[config.mk]
export PLATFORM = sky130hd
export DESIGN_NAME = bfv_coord_div
export DESIGN_NICKNAME = d
export VERILOG_FILES = /design/src/sv/bfv_pkg.sv /design/src/sv/bfv_coord_div.sv
export SDC_FILE = /design/constraint.sdc
export NUM_CORES = 2
export LEC_CHECK = 0
export BUFFER_PORTS_ARGS = -buffer_cell sky130_fd_sc_hd__buf_4
export CORE_UTILIZATION = 30
export DETAILED_ROUTE_END_ITERATION = 16
export GPL_TIMING_DRIVEN = 1
export REMOVE_ABC_BUFFERS = 1
export SLEW_MARGIN = 20
export SYNTH_ARGS = -nofsm -noshare
export SYNTH_HDL_FRONTEND = slang
export SYNTH_SLANG_ARGS = --single-unit
[constraint.sdc]
create_clock -name aclk -period 8.8 [get_ports aclk]
set_input_delay 0.44 -clock aclk [delete_from_list [all_inputs] [get_ports aclk]]
set_output_delay 0.44 -clock aclk [all_outputs]
set_load 0.02 [all_outputs]
[src/sv/bfv_pkg.sv]
// ----------------------------------------------------------------------------
// bfv_pkg
// Shared types, constants and fixed-point helpers of the bias field voxel core.
// ----------------------------------------------------------------------------
`default_nettype none

package bfv_pkg;

    localparam int COEF_COUNT = 19;
    localparam int COEF_W     = 18;
    localparam int IDX_W      = 5;
    localparam int VOX_W      = 10;
    localparam int DIM_W      = 11;
    localparam int BIAS_W     = 18;
    localparam int DEG_W      = 2;
    localparam int QUO_W      = 17;
    localparam int TERM_W     = 21;
    localparam int PROD_W     = COEF_W + TERM_W;
    localparam int ACC_W      = 46;
    localparam int GRP_SIZE   = 4;
    localparam int GRP_COUNT  = (COEF_COUNT + GRP_SIZE - 1) / GRP_SIZE;
    localparam int CFG_IDX_W  = 3;
    localparam int CFG_DATA_W = 18;
    localparam int AXES       = 3;

    typedef logic signed [TERM_W-1:0] term_t;
    typedef logic signed [COEF_W-1:0] coef_t;
    typedef logic signed [ACC_W-1:0]  acc_t;

    localparam term_t ONE_T = 21'sd65536;
    localparam acc_t  ONE_A = 46'sd65536;
    localparam acc_t  RND_17 = 46'sd65536;
    localparam logic signed [2*TERM_W-1:0] RND_16 = 42'sd32768;

    typedef enum logic {
        OP_LOAD = 1'b0,
        OP_EVAL = 1'b1
    } op_t;

    typedef enum logic [CFG_IDX_W-1:0] {
        REG_DEGREE   = 3'd0,
        REG_MIN_BIAS = 3'd1,
        REG_MAX_BIAS = 3'd2,
        REG_DIM_X    = 3'd3,
        REG_DIM_Y    = 3'd4,
        REG_DIM_Z    = 3'd5
    } cfg_reg_t;

    typedef enum logic [1:0] {
        FLAG_NONE = 2'd0,
        FLAG_MIN  = 2'd1,
        FLAG_MAX  = 2'd2
    } clamp_flag_t;

    // Sideband that travels with every transaction down the pipeline
    typedef struct packed {
        logic             is_eval;
        logic [IDX_W-1:0] coef_index;
        coef_t            coef_value;
    } side_t;

    // Q1.16 product, rounded half up
    function automatic term_t mul_q16(input term_t a, input term_t b);
        logic signed [2*TERM_W-1:0] p;
        p = a * b;
        p = p + RND_16;
        return p[TERM_W+15:16];
    endfunction

    // Lowest degree at which a coefficient takes part
    function automatic logic [DEG_W-1:0] term_degree(input int i);
        if (i < 3) begin
            return 2'd1;
        end else if (i < 9) begin
            return 2'd2;
        end
        return 2'd3;
    endfunction

    // Full-weight terms count twice in the accumulator
    function automatic logic term_double(input int i);
        return (i < 3) || (i >= 6 && i < 9) || (i == COEF_COUNT - 1);
    endfunction

endpackage

`default_nettype wire

[src/sv/bfv_coord_div.sv]
// ----------------------------------------------------------------------------
// bfv_coord_div
// Pipelined restoring divider mapping voxel indices to Q1.16 coordinates,
// one quotient bit per stage for all three axes.
// ----------------------------------------------------------------------------
`default_nettype none

module bfv_coord_div #(
    parameter int DW = 11
) (
    input  wire                        aclk,
    input  wire                        aresetn,
    input  wire                        in_valid,
    output logic                       in_ready,
    input  bfv_pkg::side_t             in_side,
    input  wire [bfv_pkg::VOX_W-1:0]   in_vox [bfv_pkg::AXES],
    input  wire [DW-1:0]               dim [bfv_pkg::AXES],
    output logic                       out_valid,
    input  wire                        out_ready,
    output bfv_pkg::side_t             out_side,
    output bfv_pkg::term_t             out_coord [bfv_pkg::AXES]
);

    localparam int NST = bfv_pkg::QUO_W + 1;
    localparam int QW  = bfv_pkg::QUO_W;
    localparam int IW  = (DW > bfv_pkg::VOX_W) ? DW : bfv_pkg::VOX_W;

    logic           v_reg    [NST];
    bfv_pkg::side_t side_reg [NST];
    logic [DW-1:0]  rem_reg  [NST][bfv_pkg::AXES];
    logic [QW-1:0]  num_reg  [NST][bfv_pkg::AXES];
    logic [QW-1:0]  quo_reg  [NST][bfv_pkg::AXES];

    logic           rdy      [NST];
    logic [DW-1:0]  rem_next [NST][bfv_pkg::AXES];
    logic [QW-1:0]  num_next [NST][bfv_pkg::AXES];
    logic [QW-1:0]  quo_next [NST][bfv_pkg::AXES];

    always_comb begin
        rdy[NST-1] = !v_reg[NST-1] || out_ready;
        for (int k = NST - 2; k >= 0; k--) begin
            rdy[k] = !v_reg[k] || rdy[k+1];
        end
    end

    assign in_ready = rdy[0];

    always_comb begin
        logic [DW:0] r2;
        for (int a = 0; a < bfv_pkg::AXES; a++) begin
            // saturate the index to dim-1, numerator tail is dim/2
            if (IW'(in_vox[a]) >= IW'(dim[a])) begin
                rem_next[0][a] = dim[a] - DW'(1);
            end else begin
                rem_next[0][a] = DW'(in_vox[a]);
            end
            num_next[0][a] = QW'(dim[a] >> 1);
            quo_next[0][a] = '0;
            for (int k = 1; k < NST; k++) begin
                r2 = {rem_reg[k-1][a], num_reg[k-1][a][QW-1]};
                if (r2 >= {1'b0, dim[a]}) begin
                    rem_next[k][a] = DW'(r2 - {1'b0, dim[a]});
                    quo_next[k][a] = {quo_reg[k-1][a][QW-2:0], 1'b1};
                end else begin
                    rem_next[k][a] = r2[DW-1:0];
                    quo_next[k][a] = {quo_reg[k-1][a][QW-2:0], 1'b0};
                end
                num_next[k][a] = {num_reg[k-1][a][QW-2:0], 1'b0};
            end
        end
    end

    always_ff @(posedge aclk) begin
        if (!aresetn) begin
            for (int k = 0; k < NST; k++) begin
                v_reg[k] <= 1'b0;
            end
        end else begin
            if (rdy[0]) begin
                v_reg[0] <= in_valid;
            end
            for (int k = 1; k < NST; k++) begin
                if (rdy[k]) begin
                    v_reg[k] <= v_reg[k-1];
                end
            end
        end
    end

    always_ff @(posedge aclk) begin
        if (rdy[0]) begin
            side_reg[0] <= in_side;
        end
        for (int k = 1; k < NST; k++) begin
            if (rdy[k]) begin
                side_reg[k] <= side_reg[k-1];
            end
        end
        for (int k = 0; k < NST; k++) begin
            if (rdy[k]) begin
                for (int a = 0; a < bfv_pkg::AXES; a++) begin
                    rem_reg[k][a] <= rem_next[k][a];
                    num_reg[k][a] <= num_next[k][a];
                    quo_reg[k][a] <= quo_next[k][a];
                end
            end
        end
    end

    assign out_valid = v_reg[NST-1];
    assign out_side  = side_reg[NST-1];

    always_comb begin
        for (int a = 0; a < bfv_pkg::AXES; a++) begin
            out_coord[a] = $signed(bfv_pkg::TERM_W'(quo_reg[NST-1][a])) - bfv_pkg::ONE_T;
        end
    end

endmodule

`default_nettype wire

==> metrics.csv <==
metric;value;unit
hold path cells;1;
gr usage total;11.94;%
Hold Vio Cnt, Final;0;
H-tree depth;4;
Post-synth EDFFs;1845;
max-cap viol count;0;
highest-count cells in the layout ignoring fill and taps;edfxtp_1, ha_1, nor2_1;
clk slew on worst S/H paths;0.06;ns
element type at the critical path end;output port;
Slowest Stage Delay on Critical Path;0.63;ns
clock share of power;23.4;%
Slowest cell on crit path;nor4_4;
critical path peak fanout;23;
worst path cell trace;nand3b_4, nor4_4, and3_2, and3_4, and3_1, nand3_4, buf_4;
port bufs;179;
NetSw;0.01061;W
Setup Crit Path Kind;register to output port;
count of final setup violators;0;
Logic pwr share;35.6;%
Final Wtd Congestion;0.8457;
number of global-route vias before repair;50160;
Avg Inst Size Synth;14.70;µm²
Pre-antenna DRT Iters;6;
Yosys cell types;76;
Clk Latency, worst-skew pair;0.87;ns
Switching Share;30.71;%
RSZ-0062 raised after global routing;no;
synthesized area;88050;µm²
max_slew headroom;27.24;%
Fin Hold WS;0.1257;ns
Die ar.;295700;µm²
largest net degree at the start of global routing;74;
Worst Skew;0.08263;ns
Critical Path AT;3.98;ns
Post-synth ARST share;0;%
Num CTS Buffers;196;
Critical Path RT;8.36;ns
final setup TNS;0;ns
vias per inst;4.710;
DP HPWL;127600;µm
# DRC;0;
Final Cycle Share;50.23;%
clk sinks;1845;
Post-DRT Antenna Nets;0;
min Tclk post-route;4.421;ns
Initial DRC Count;2714;
area added between synthesis and finish;15.00;%
global-route wire length before repair;280800;µm
Largest register FFs;561;
Max Clk Rate;0.2262;GHz
Pint;0.02394;W
fin util;34.75;%
Hold WC Path Type;primary input to register;
wire per inst;17.18;µm
clk buf depth;4;
initial antenna violation count;7;
ys flop type;edfxtp_1;
Die Y;543.7;µm
vias;49290;
Remaining Overflow, GRT;0;
cts repair resizes;0;
Max Slew Vio Count;0;
Tightest Pin Transition;1.087;ns
status;completed;
fin nets;7140;
Routed WL;179800;µm
synthesized instance count;5988;
CP Launch Type;register;
Rows;198;
placeable core area;291300;µm²
Die Span X;543.7;µm
initial core utilization;30.22;%
P_leak;38.42;nW
R2R cell count;7;
sequential area share after synthesis;62.93;%
synth warn;0;
peak supply drop;0.1703;mV
commonest non-fill, non-tap cell in the layout;edfxtp_1;
Root Driver;clkbuf_16;
PD cells;341.2;nW/µm²
Reg power frac;41.0;%
Top Ports;180;
layout cells sized above 1;14.93;%
CTS tree;done;
Synth Register Bits;1845;
-- final timing paths --
check / start / to / slack (ns)
max: v_reg[0][16] / in_ready / 4.38
max reg2reg: v_reg[0][16] / num_reg[0][2] / 4.88
min reg2reg: num_reg[2][22] / num_reg[2][74] / 0.37
min: dim[23] / num_reg[0][34] / 0.13
-- cell usage after synthesis (46+ instances only) --
| cell | number | share of area [%] |
|---|---|---|
| ha_1 | 594 | 8.4 |
| o31a_1 | 92 | 0.92 |
| inv_1 | 215 | 0.92 |
| o21ai_0 | 168 | 0.95 |
| a31oi_1 | 51 | 0.36 |
| nor2_1 | 323 | 1.4 |
| or3_1 | 68 | 0.48 |
| buf_4 | 67 | 0.57 |
| o211ai_1 | 46 | 0.39 |
| mux2_4 | 69 | 1.2 |
| nor3_1 | 149 | 0.85 |
| nand3_1 | 56 | 0.32 |
| mux2_2 | 307 | 3.9 |
| xor2_1 | 112 | 1.1 |
| mux2i_1 | 116 | 1.3 |
| nand4_1 | 69 | 0.49 |
| nor2b_1 | 145 | 1.0 |
| o21a_1 | 170 | 1.4 |
| a211o_1 | 48 | 0.48 |
| fa_1 | 48 | 1.1 |
| nand2_1 | 221 | 0.94 |
| xnor2_1 | 208 | 2.1 |
| nand2b_1 | 57 | 0.41 |
| edfxtp_1 | 1845 | 63 |
| a21o_1 | 55 | 0.47 |
| a21oi_1 | 245 | 1.4 |
-- area by class of cell --
class	count	area, µm²
inverters	217	839.6
repair buffers	329	2683
fillers	27760	190100
well taps	3900	4880
diodes	3	7.507
flip-flops and latches	1845	55400
clock buffers	239	5087
multi-input cells	3818	31160
clock inverters	115	1187
-- power by group through the flow --
stage	Combinational, W	Clock, W	Sequential [W]
finish	0.0123	0.00810	0.0142
global route	0.0136	0.00870	0.0144
CTS	0.0123	0.00839	0.0142
detailed placement	0.0121	0	0.0144
global placement	0.0118	0	0.0144
floorplan	0.00975	0	0.0138
-- per-layer routing --
layer | share of wire (%) | vias up | GRT usage, %
met2 | 47 | 971 | 20.09
met3 | 3.9 | 358 | 1.826
li1 | - | 24040 | -
met5 | 0 | - | 0
met4 | 3.4 | 0 | 4.464
met1 | 46 | 23920 | 15.46
-- stage by stage --
| stage | total power (W) | setup slack [ns] | std cells | area (µm²) |
|---|---|---|---|---|
| global route | 0.03672 | 4.099 | 10470 | 101200 |
| finish | 0.03455 | 4.379 | 10470 | 101300 |
| detailed placement | 0.02649 | 4.634 | 10020 | 94070 |
| global placement | 0.02618 | 4.529 | 10020 | 94060 |
| CTS | 0.03485 | 4.266 | 10460 | 101200 |
| floorplan | 0.02359 | 1.861 | 5880 | 87280 |
-- repair_timing --
action / in CTS / in global routing
setup buffers: 0 / 0
hold buffers: 85 / 0
hold endpoints to repair: 89 / 0
-- cell families after synthesis --
family | share of synthesized area [%]
flip-flops | 62.93
AND/OR/NAND/NOR | 7.284
AO/OA/AOI/OAI | 8.814
adder cells (fa/ha/maj) | 9.533
multiplexers | 6.460
buffers and inverters | 1.800
XOR/XNOR | 3.183
-- critical path: cells and delay by family, from the launching register on --
kind	cells	cell delay [ns]
AND/OR/NAND/NOR	6	2.41
flip-flops	1	0.44
buffers and inverters	1	0.30
Note: power is estimated with default switching activity, not from simulation.
